==> config.mk <==
export PLATFORM = sky130hd
export DESIGN_NAME = lfu_cache_table
export DESIGN_NICKNAME = d
export VERILOG_FILES = /design/src/rtl/lfu_pkg.sv /design/src/rtl/lfu_cell.sv /design/src/rtl/lfu_cache_table.sv
export SDC_FILE = /design/constraint.sdc
export NUM_CORES = 2
export LEC_CHECK = 0
export ABC_AREA = 1
export BUFFER_PORTS_ARGS = -buffer_cell sky130_fd_sc_hd__buf_2
export CAP_MARGIN = 5
export CORE_ASPECT_RATIO = 2
export CORE_MARGIN = 10
export CORE_UTILIZATION = 46
export CTS_CLUSTER_DIAMETER = 100
export DETAILED_ROUTE_END_ITERATION = 10
export PLACE_DENSITY = 0.59
export SYNTH_ARGS = -nofsm -noshare
export SYNTH_HDL_FRONTEND = slang
export SYNTH_SLANG_ARGS = --single-unit
==> constraint.sdc <==
create_clock -name clk -period 10.15 [get_ports clk]
set_input_delay 0.5075 -clock clk [delete_from_list [all_inputs] [get_ports clk]]
set_output_delay 0.5075 -clock clk [all_outputs]
set_load 0.01 [all_outputs]
==> src/rtl/lfu_pkg.sv <==
`default_nettype none

package lfu_pkg;

    localparam int CAPACITY_DEF    = 16;
    localparam int COUNT_WIDTH_DEF = 16;
    localparam int KEY_W           = 32;
    localparam int CFG_W           = 5;
    localparam logic [CFG_W-1:0] CAP_RESET = 5'd16;

    typedef enum logic [2:0] {
        ST_IDLE,
        ST_LOOK,
        ST_SWEEP,
        ST_APPLY
    } state_t;

    typedef enum logic [1:0] {
        OP_NONE,
        OP_TOUCH,
        OP_INSERT
    } cmd_op_t;

    // Command broadcast to every cell of the row.
    typedef struct packed {
        cmd_op_t          op;
        logic             is_put;
        logic             dec_en;
        logic [KEY_W-1:0] key;
        logic [KEY_W-1:0] value;
    } cmd_t;

endpackage

`default_nettype wire

==> src/rtl/lfu_cell.sv <==
`default_nettype none

module lfu_cell
    import lfu_pkg::*;
#(
    parameter int IDX         = 0,
    parameter int IW          = 4,
    parameter int RW          = 4,
    parameter int COUNT_WIDTH = COUNT_WIDTH_DEF
) (
    input  wire                    clk,
    input  wire                    rst_n,
    input  cmd_t                   cmd,
    input  wire                    sel,
    input  wire  [RW-1:0]          base_rank,
    input  wire  [RW-1:0]          new_rank,
    input  wire  [KEY_W-1:0]       req_key,
    output logic                   hit,
    output logic [KEY_W-1:0]       value,
    output logic [RW-1:0]          rank,
    output logic                   valid,
    input  wire                    chain_in_valid,
    input  wire  [COUNT_WIDTH-1:0] chain_in_cnt,
    input  wire  [RW-1:0]          chain_in_rank,
    input  wire  [IW-1:0]          chain_in_idx,
    input  wire  [KEY_W-1:0]       chain_in_key,
    output logic                   chain_out_valid,
    output logic [COUNT_WIDTH-1:0] chain_out_cnt,
    output logic [RW-1:0]          chain_out_rank,
    output logic [IW-1:0]          chain_out_idx,
    output logic [KEY_W-1:0]       chain_out_key
);

    logic                   valid_reg;
    logic [KEY_W-1:0]       key_reg;
    logic [KEY_W-1:0]       value_reg;
    logic [COUNT_WIDTH-1:0] cnt_reg;
    logic [RW-1:0]          rank_reg;
    logic                   self_better;

    assign hit   = valid_reg && (key_reg == req_key);
    assign value = value_reg;
    assign rank  = rank_reg;
    assign valid = valid_reg;

    // This cell wins over the running minimum on lower count, then lower rank.
    assign self_better = valid_reg && (!chain_in_valid || (cnt_reg < chain_in_cnt) ||
                         ((cnt_reg == chain_in_cnt) && (rank_reg < chain_in_rank)));

    always_ff @(posedge clk or negedge rst_n)
    begin
        if (!rst_n)
        begin
            valid_reg       <= 1'b0;
            chain_out_valid <= 1'b0;
        end
        else
        begin
            chain_out_valid <= self_better || chain_in_valid;
            if (cmd.op == OP_INSERT && sel)
                valid_reg <= 1'b1;
        end
    end

    always_ff @(posedge clk)
    begin
        if (self_better)
        begin
            chain_out_cnt  <= cnt_reg;
            chain_out_rank <= rank_reg;
            chain_out_idx  <= IW'(IDX);
            chain_out_key  <= key_reg;
        end
        else
        begin
            chain_out_cnt  <= chain_in_cnt;
            chain_out_rank <= chain_in_rank;
            chain_out_idx  <= chain_in_idx;
            chain_out_key  <= chain_in_key;
        end

        if (cmd.op != OP_NONE)
        begin
            if (sel)
            begin
                rank_reg <= new_rank;
                if (cmd.op == OP_INSERT)
                begin
                    key_reg   <= cmd.key;
                    value_reg <= cmd.value;
                    cnt_reg   <= COUNT_WIDTH'(1);
                end
                else
                begin
                    if (cmd.is_put)
                        value_reg <= cmd.value;
                    if (cnt_reg != {COUNT_WIDTH{1'b1}})
                        cnt_reg <= cnt_reg + 1'b1;
                end
            end
            else if (valid_reg && cmd.dec_en && (rank_reg > base_rank))
            begin
                rank_reg <= rank_reg - 1'b1;
            end
        end
    end

endmodule

`default_nettype wire

==> src/rtl/lfu_cache_table.sv <==
// Channel   Direction  Payload
// s_axis    in         tuser: kind; tdata: key[31:0], write_value[63:32]
// m_axis    out        tuser: found[0], evicted[1]; tdata: read_value[31:0],
//                      evicted_key[63:32]
// cfg       in         cfg_wen, cfg_wdata: capacity_in_use
//
// One request is handled at a time. A hit, a get miss or a put into a free
// slot passes through the transfer, the key compare, and the result with the
// table update. A put that must evict first waits in the sweep state while
// the victim search ripples through the row of cells. Reset clears all valid
// bits and the occupancy count; the capacity register resets to 16. A result
// held back by m_tready stalls the table update, and a new request is taken
// once the block is idle.

`default_nettype none

module lfu_cache_table
    import lfu_pkg::*;
#(
    parameter int CAPACITY    = CAPACITY_DEF,
    parameter int COUNT_WIDTH = COUNT_WIDTH_DEF
) (
    input  wire               clk,
    input  wire               rst_n,
    input  wire               s_tvalid,
    output logic              s_tready,
    input  wire  [63:0]       s_tdata,   // key, write_value
    input  wire               s_tuser,   // kind
    output logic              m_tvalid,
    input  wire               m_tready,
    output logic [63:0]       m_tdata,   // read_value, evicted_key
    output logic [1:0]        m_tuser,   // found, evicted
    input  wire               cfg_wen,
    input  wire  [CFG_W-1:0]  cfg_wdata
);

    localparam int IW = (CAPACITY > 1) ? $clog2(CAPACITY) : 1;
    localparam int RW = IW;
    localparam int OW = $clog2(CAPACITY + 1);
    localparam int LW = (OW > CFG_W) ? OW : CFG_W;

    state_t state_reg, state_next;

    logic [CFG_W-1:0]       cap_reg;
    logic [OW-1:0]          occ_reg;
    logic [IW:0]            sweep_reg;
    logic                   kind_reg;
    logic [KEY_W-1:0]       key_reg;
    logic [KEY_W-1:0]       wval_reg;
    logic                   found_reg;
    logic [CAPACITY-1:0]    hit_vec_reg;
    logic [RW-1:0]          hit_rank_reg;
    logic [KEY_W-1:0]       rval_reg;
    logic                   full_reg;

    // Per-cell status and chain wiring.
    logic [CAPACITY-1:0]    hit_vec;
    logic [CAPACITY-1:0]    valid_vec;
    logic [CAPACITY-1:0]    sel_vec;
    logic [KEY_W-1:0]       cell_value [CAPACITY];
    logic [RW-1:0]          cell_rank  [CAPACITY];
    logic                   ch_valid [CAPACITY+1];
    logic [COUNT_WIDTH-1:0] ch_cnt   [CAPACITY+1];
    logic [RW-1:0]          ch_rank  [CAPACITY+1];
    logic [IW-1:0]          ch_idx   [CAPACITY+1];
    logic [KEY_W-1:0]       ch_key   [CAPACITY+1];

    logic [KEY_W-1:0]       rval_any;
    logic [RW-1:0]          hrank_any;
    logic [CAPACITY-1:0]    free_vec;
    logic [CAPACITY-1:0]    first_free;
    logic [LW-1:0]          occ_x;
    logic [LW-1:0]          cap_eff;
    logic                   full_now;
    logic [OW-1:0]          occ_m1;

    cmd_t                   cmd;
    logic [RW-1:0]          base_rank;
    logic [RW-1:0]          new_rank;
    logic                   fire;
    logic                   ev_flag;
    logic                   occ_inc;

    // Head of the chain: no candidate yet.
    assign ch_valid[0] = 1'b0;
    assign ch_cnt[0]   = '0;
    assign ch_rank[0]  = '0;
    assign ch_idx[0]   = '0;
    assign ch_key[0]   = '0;

    for (genvar g = 0; g < CAPACITY; g++)
    begin : g_cell
        lfu_cell #(
            .IDX         (g),
            .IW          (IW),
            .RW          (RW),
            .COUNT_WIDTH (COUNT_WIDTH)
        ) u_cell (
            .clk             (clk),
            .rst_n           (rst_n),
            .cmd             (cmd),
            .sel             (sel_vec[g]),
            .base_rank       (base_rank),
            .new_rank        (new_rank),
            .req_key         (key_reg),
            .hit             (hit_vec[g]),
            .value           (cell_value[g]),
            .rank            (cell_rank[g]),
            .valid           (valid_vec[g]),
            .chain_in_valid  (ch_valid[g]),
            .chain_in_cnt    (ch_cnt[g]),
            .chain_in_rank   (ch_rank[g]),
            .chain_in_idx    (ch_idx[g]),
            .chain_in_key    (ch_key[g]),
            .chain_out_valid (ch_valid[g+1]),
            .chain_out_cnt   (ch_cnt[g+1]),
            .chain_out_rank  (ch_rank[g+1]),
            .chain_out_idx   (ch_idx[g+1]),
            .chain_out_key   (ch_key[g+1])
        );
    end

    // Keys are unique among valid entries, so at most one cell hits and the
    // hit value and rank can be merged with a plain OR.
    always_comb
    begin
        rval_any  = '0;
        hrank_any = '0;
        for (int i = 0; i < CAPACITY; i++)
        begin
            if (hit_vec[i])
            begin
                rval_any  = rval_any | cell_value[i];
                hrank_any = hrank_any | cell_rank[i];
            end
        end
    end

    // Lowest free slot, isolated as the lowest set bit.
    assign free_vec   = ~valid_vec;
    assign first_free = free_vec & (~free_vec + 1'b1);

    // Effective limit: zero acts as one, anything above CAPACITY as CAPACITY.
    assign occ_x = LW'(occ_reg);
    always_comb
    begin
        cap_eff = LW'(cap_reg);
        if (cap_reg == '0)
            cap_eff = LW'(1);
        else if (cap_eff > LW'(CAPACITY))
            cap_eff = LW'(CAPACITY);
    end
    assign full_now = (occ_x >= cap_eff);
    assign occ_m1   = occ_reg - 1'b1;

    assign fire     = (state_reg == ST_APPLY) && (!m_tvalid || m_tready);
    assign s_tready = (state_reg == ST_IDLE);

    // Table update, issued in the cycle the result is written out.
    always_comb
    begin
        cmd.op     = OP_NONE;
        cmd.is_put = kind_reg;
        cmd.dec_en = 1'b0;
        cmd.key    = key_reg;
        cmd.value  = wval_reg;
        sel_vec    = '0;
        base_rank  = '0;
        new_rank   = occ_m1[RW-1:0];
        ev_flag    = 1'b0;
        occ_inc    = 1'b0;
        if (fire)
        begin
            if (found_reg)
            begin
                cmd.op     = OP_TOUCH;
                cmd.dec_en = 1'b1;
                sel_vec    = hit_vec_reg;
                base_rank  = hit_rank_reg;
            end
            else if (kind_reg)
            begin
                cmd.op = OP_INSERT;
                if (full_reg)
                begin
                    // Victim leaves, new key takes its slot at the top rank.
                    cmd.dec_en = 1'b1;
                    ev_flag    = 1'b1;
                    base_rank  = ch_rank[CAPACITY];
                    for (int i = 0; i < CAPACITY; i++)
                        sel_vec[i] = (ch_idx[CAPACITY] == IW'(i));
                end
                else
                begin
                    sel_vec  = first_free;
                    new_rank = occ_reg[RW-1:0];
                    occ_inc  = 1'b1;
                end
            end
        end
    end

    always_comb
    begin
        state_next = state_reg;
        unique case (state_reg)
            ST_IDLE:
            begin
                if (s_tvalid)
                    state_next = ST_LOOK;
            end
            ST_LOOK:
            begin
                if (kind_reg && !(|hit_vec) && full_now)
                    state_next = ST_SWEEP;
                else
                    state_next = ST_APPLY;
            end
            ST_SWEEP:
            begin
                if (sweep_reg == (IW+1)'(CAPACITY))
                    state_next = ST_APPLY;
            end
            ST_APPLY:
            begin
                if (fire)
                    state_next = ST_IDLE;
            end
            default:
                state_next = ST_IDLE;
        endcase
    end

    always_ff @(posedge clk or negedge rst_n)
    begin
        if (!rst_n)
        begin
            state_reg <= ST_IDLE;
            cap_reg   <= CAP_RESET;
            occ_reg   <= '0;
            sweep_reg <= '0;
            m_tvalid  <= 1'b0;
        end
        else
        begin
            state_reg <= state_next;
            if (cfg_wen)
                cap_reg <= cfg_wdata;
            if (occ_inc)
                occ_reg <= occ_reg + 1'b1;
            if (state_reg == ST_SWEEP)
                sweep_reg <= sweep_reg + 1'b1;
            else
                sweep_reg <= '0;
            if (fire)
                m_tvalid <= 1'b1;
            else if (m_tready)
                m_tvalid <= 1'b0;
        end
    end

    always_ff @(posedge clk)
    begin
        if (s_tvalid && s_tready)
        begin
            kind_reg <= s_tuser;
            key_reg  <= s_tdata[31:0];
            wval_reg <= s_tdata[63:32];
        end
        if (state_reg == ST_LOOK)
        begin
            found_reg    <= |hit_vec;
            hit_vec_reg  <= hit_vec;
            hit_rank_reg <= hrank_any;
            rval_reg     <= rval_any;
            full_reg     <= full_now;
        end
        if (fire)
        begin
            m_tuser[0]     <= found_reg;
            m_tuser[1]     <= ev_flag;
            m_tdata[31:0]  <= (found_reg && !kind_reg) ? rval_reg : '0;
            m_tdata[63:32] <= ev_flag ? ch_key[CAPACITY] : '0;
        end
    end

endmodule

`default_nettype wire

==> impl_results.html <==
<table>
<tr><th>Metric</th><th>Value</th></tr>
<tr><th colspan="2">Outcome</th></tr>
<tr><td>Status</td><td>finished, final reports clean</td></tr>
<tr><th colspan="2">Layout</th></tr>
<tr><td>Total Nets Final</td><td>11.04k</td></tr>
<tr><td>Total area of multi-input combinational cells</td><td>roughly 32000 um^2</td></tr>
<tr><td>Final cell utilization of the core</td><td>between 50% and 60%</td></tr>
<tr><td>Sequential standard cell area</td><td>64460 um^2</td></tr>
<tr><td>Area delta synth-&gt;final</td><td>11.70%</td></tr>
<tr><td>Number of fill cells</td><td>between 20k and 25k</td></tr>
<tr><td>Final design instance area without fill</td><td>~120000 um^2</td></tr>
<tr><td>Share of layout cells above drive strength 1</td><td>under 10%</td></tr>
<tr><td>Layout Cells excl Fill</td><td>approximately 14k</td></tr>
<tr><th colspan="2">Pwr</th></tr>
<tr><td>Leakage Power</td><td>~48 nW</td></tr>
<tr><td>Total power density per cell area</td><td>approximately 280 nW/um^2</td></tr>
<tr><td>Worst vdd rail ir drop</td><td>slightly below 0.2 mV</td></tr>
<tr><td>Total power of the final layout</td><td>between 30 and 40 mW</td></tr>
<tr><th colspan="2">Critical path</th></tr>
<tr><td>Destination of the worst register-to-register timing path</td><td>g_cell[1].u_cell.cnt_reg[5]</td></tr>
<tr><td>Endpoint type of the worst setup path</td><td>flop</td></tr>
<tr><td>Required time of the critical path</td><td>around 11 ns</td></tr>
<tr><td>Delay of the slowest cell on the worst path</td><td>1.02 ns</td></tr>
<tr><td>Launching instance or port of the critical path</td><td>state_reg[0]</td></tr>
<tr><td>Cell Chain, Critical Path</td><td>ha_1, inv_2, nor2_4, buf_4, inv_2, nor2_4, inv_6, nor2_4, a21oi_2, a31oi_2</td></tr>
<tr><td>Type of element launching the critical path</td><td>flop</td></tr>
<tr><td>Most Frequent Cell on Critical Path</td><td>nor2_4</td></tr>
<tr><td>Capturing element of the worst setup path</td><td>g_cell[1].u_cell.cnt_reg[5]</td></tr>
<tr><td>Worst path arrival time</td><td>5.35 ns</td></tr>
<tr><td>Library cell contributing the largest single delay on the critical path</td><td>a31oi_2</td></tr>
<tr><td>Register-to-register setup slack</td><td>~5.3 ns</td></tr>
<tr><td>Setup Crit Path Kind</td><td>flop to flop</td></tr>
<tr><td>Critical Path Fanout Max</td><td>38</td></tr>
<tr><td>Depth of the most critical reg-to-reg path</td><td>10</td></tr>
<tr><td>Worst R2R Start</td><td>state_reg[0]</td></tr>
<tr><th colspan="2">Global route</th></tr>
<tr><td>Aggregate global-route resource usage</td><td>between 20 and 30%</td></tr>
<tr><td>First-pass GRT wire length</td><td>~500 mm</td></tr>
<tr><td>Vias in the first global route</td><td>between 70k and 80k</td></tr>
<tr><td>Remaining Overflow, GRT</td><td>0</td></tr>
<tr><td>Number of antenna violations at the first check in global routing</td><td>19</td></tr>
<tr><td>Maximum number of pins on one net before global-route repair</td><td>between 100 and 150</td></tr>
<tr><th colspan="2">CTS</th></tr>
<tr><td>Clock Path Buffers</td><td>4</td></tr>
<tr><td>Number of H-tree branching levels</td><td>4</td></tr>
<tr><td>CTS tree</td><td>yes</td></tr>
<tr><td>CTS buffer count</td><td>217</td></tr>
<tr><td>Clock Pin Slew Worst Setup and Hold Paths</td><td>around 0.06 ns</td></tr>
<tr><td>Clock Sinks</td><td>2443</td></tr>
<tr><td>Later-pin clock latency in the skew report</td><td>about 0.89 ns</td></tr>
<tr><td>Number of setup buffers added after CTS</td><td>0</td></tr>
<tr><td>Root Buffer Master</td><td>clkbuf_16</td></tr>
<tr><th colspan="2">Detailed routing</th></tr>
<tr><td>Vias per Instance</td><td>approximately 5.5</td></tr>
<tr><td>Post-Route M1 WL</td><td>approximately 110 mm</td></tr>
<tr><td>Wire length after detailed routing</td><td>346.5 mm</td></tr>
<tr><td>Routed wire length on met2</td><td>between 150 and 200 mm</td></tr>
<tr><td>First DRT Iteration DRCs</td><td>5905</td></tr>
<tr><td>Detail Route Antenna Nets</td><td>0</td></tr>
<tr><td>DRC Markers</td><td>0</td></tr>
<tr><td>Met3 WL post-DR</td><td>around 19 mm</td></tr>
<tr><td>Highest routed layer</td><td>met5</td></tr>
<tr><td>Routed wire length per instance</td><td>25.26 um</td></tr>
<tr><td>Via count of the routed design</td><td>75.21k</td></tr>
<tr><td>Number of iterations in the first detailed-routing pass</td><td>6</td></tr>
<tr><th colspan="2">Logic synthesis</th></tr>
<tr><td>Syn Nets</td><td>~11k</td></tr>
<tr><td>Largest area contributor in the synthesized netlist</td><td>edfxtp_1</td></tr>
<tr><td>Total standard cell area after synthesis</td><td>between 100000 and 150000 um^2</td></tr>
<tr><td>Syn avg cell area</td><td>between 9 and 10 um^2</td></tr>
<tr><td>Fraction of synthesized cell area taken by the top area cell type</td><td>44.52%</td></tr>
<tr><td>Dominant cells by area after synthesis</td><td>edfxtp_1 (45%), dfxtp_1 (17%), nand2_1 (9.7%)</td></tr>
<tr><td>Most used flip-flop cell after synthesis</td><td>edfxtp_1</td></tr>
<tr><td>Gate count after technology mapping</td><td>10.34k</td></tr>
<tr><td>Number of enable flip-flop cells after synthesis</td><td>about 1.5k</td></tr>
<tr><td>Yosys Warn Count</td><td>0</td></tr>
<tr><td>Flip-flop and latch count after synthesis</td><td>2443</td></tr>
<tr><td>Proportion of synthesized chip area in sequential cells</td><td>about 62%</td></tr>
<tr><td>Share of synthesized registers carrying an async set or reset</td><td>under 10%</td></tr>
<tr><td>Count of different cell masters after synthesis</td><td>between 50 and 60</td></tr>
<tr><th colspan="2">Die</th></tr>
<tr><td>Site row count</td><td>about 250</td></tr>
<tr><td>Top Ports</td><td>143</td></tr>
<tr><td>Die Footprint</td><td>about 240000 um^2</td></tr>
<tr><td>Height of the chip</td><td>689.7 um</td></tr>
<tr><td>Core Box Area</td><td>222900 um^2</td></tr>
<tr><td>Effective utilization at floorplan</td><td>a little under half</td></tr>
<tr><td>Die Width</td><td>~350 um</td></tr>
<tr><th colspan="2">Timing</th></tr>
<tr><td>Timing-limited maximum frequency</td><td>slightly above 200 MHz</td></tr>
<tr><td>Total of endpoints with negative setup slack in the final report</td><td>0</td></tr>
<tr><td>Slew of the pin with the lowest slew margin</td><td>about 1.3 ns</td></tr>
<tr><td>Final Slew Violations</td><td>0</td></tr>
<tr><td>Post-Route Hold Slack</td><td>between 0.2 and 0.3 ns</td></tr>
<tr><td>Slew HR</td><td>roughly 13%</td></tr>
<tr><td>Min Tclk post-route</td><td>between 4 and 5 ns</td></tr>
<tr><td>Unrepaired setup endpoints after global routing</td><td>false</td></tr>
<tr><td>Fraction of the cycle the final worst path needs</td><td>47.80%</td></tr>
<tr><td>Final Worst Setup Slack</td><td>approximately 5.3 ns</td></tr>
<tr><td>Fin Setup TNS</td><td>0 ns</td></tr>
<tr><td>Final number of hold-violating endpoints</td><td>0</td></tr>
<tr><td>Clk_skew</td><td>between 0.06 and 0.07 ns</td></tr>
<tr><th colspan="2">Place</th></tr>
<tr><td>Cell area after placement</td><td>107300 um^2</td></tr>
<tr><td>Placed Cells incl. Taps</td><td>roughly 13k</td></tr>
<tr><td>Worst slack at placement</td><td>about 5.3 ns</td></tr>
<tr><td>Detail Placement HPWL</td><td>~240 mm</td></tr>
<tr><td>Global placer's final weighted congestion</td><td>0.9626</td></tr>
<tr><td># port buffers</td><td>~140</td></tr>
<tr><th colspan="2">Job</th></tr>
<tr><td>Count of max-cap constraint violations</td><td>0</td></tr>
<tr><th colspan="2">Worst hold path</th></tr>
<tr><td>Class of the most critical hold timing path</td><td>input port to async pin</td></tr>
</table>
cells by family after synthesis:
family,count (synthesis),synth area share [%]
AO/OA/AOI/OAI,1697,9.215
XOR/XNOR,125,1.080
adder cells (fa/ha/maj),394,4.780
buffers and inverters,1689,6.610
flip-flops,2443,62.50
multiplexers,1,0.01092
AND/OR/NAND/NOR,3993,15.81
worst max-delay path, delay by kind of cell (launching register included):
family                   cells  cell delay [ns]
buffers and inverters        4             0.93
adder cells (fa/ha/maj)      1             0.21
AND/OR/NAND/NOR              3             1.28
AO/OA/AOI/OAI                2             1.46
flip-flops                   1             0.44
final cells by class:
cell class                 count  area share [%]
antenna                        7         0.01520
clock buffer                 291           5.277
clock inverter               105          0.8862
inverter                    1327           4.329
multi-input combinational   6210           28.02
sequential                  2443           55.95
tap                         2964           3.219
timing repair buffer         369           2.305
where the power goes:
part	total (mW)	switching (mW)	internal, mW	leakage, nW
Combinational	8.91	6.45	2.46	22.7
Sequential	14.5	1.25	13.3	21.7
Clock	8.43	3.81	4.61	3.48
Total	31.9	11.5	20.3	47.9
cell usage after synthesis, types with 18 or more instances:
cell	instances
xor2_1	92
inv_2	41
nor4_1	20
nand2_1	2659
o22ai_1	23
buf_6	18
xnor2_1	32
a211oi_1	26
or2_2	25
a31oi_1	28
nand4_1	160
o21a_1	26
o21ai_1	56
dfrtp_1	48
o21ai_0	1006
a21oi_1	297
buf_4	52
edfxtp_1	1529
nand3_1	245
nor3_1	166
clkbuf_1	161
nor2_1	665
ha_1	394
a221oi_1	31
buf_2	118
a22o_1	101
inv_1	1284
o211ai_1	31
o31ai_1	20
dfxtp_1	865
routing by layer:
layer | vias up | GRT usage, %
met4 | 12 | 22.91
met1 | 36310 | 27.13
met2 | 2816 | 51.07
met3 | 1132 | 4.061
met5 | - | 0
li1 | 34940 | -
worst min-delay path by stage:
stage	end	startpoint	slack (ns)
final	m_tvalid	rst_n	0.30
after global routing	key_reg[20]	s_tdata[20]	0.30
after CTS	wval_reg[1]	s_tdata[33]	0.25
after detailed placement	g_cell[15].u_cell.chain_out_idx[2]	g_cell[14].u_cell.chain_out_idx[2]	0.40
after global placement	g_cell[13].u_cell.chain_out_idx[2]	g_cell[12].u_cell.chain_out_idx[2]	0.40
after floorplan	cap_reg[0]	rst_n	0.21
layout by cell type (no fill, tap or decap), drive strengths merged, types with 9 or more instances in the layout:
cell type,instances
o21ai,1063
clkbuf,291
o211ai,31
buf,287
a31oi,28
dlygate4sd3,82
clkinv,68
or2,25
dfxtp,865
xor2,93
a211oi,26
nor4,21
ha,394
a21oi,297
a221oi,31
nor3b,16
xnor2,32
o2111ai,13
nand4,160
inv,1340
o22ai,23
a22o,101
clkinvlp,9
nor2,687
o31ai,20
nand3,245
nand2,2661
o221ai,10
edfxtp,1529
o21a,26
bufinv,15
dfrtp,48
nor3,175
repair_timing:
item	in CTS	in global routing
hold endpoints to repair	124	0
hold buffers	82	0
gates resized for setup	0	0
(Power assumes the default switching activity.)
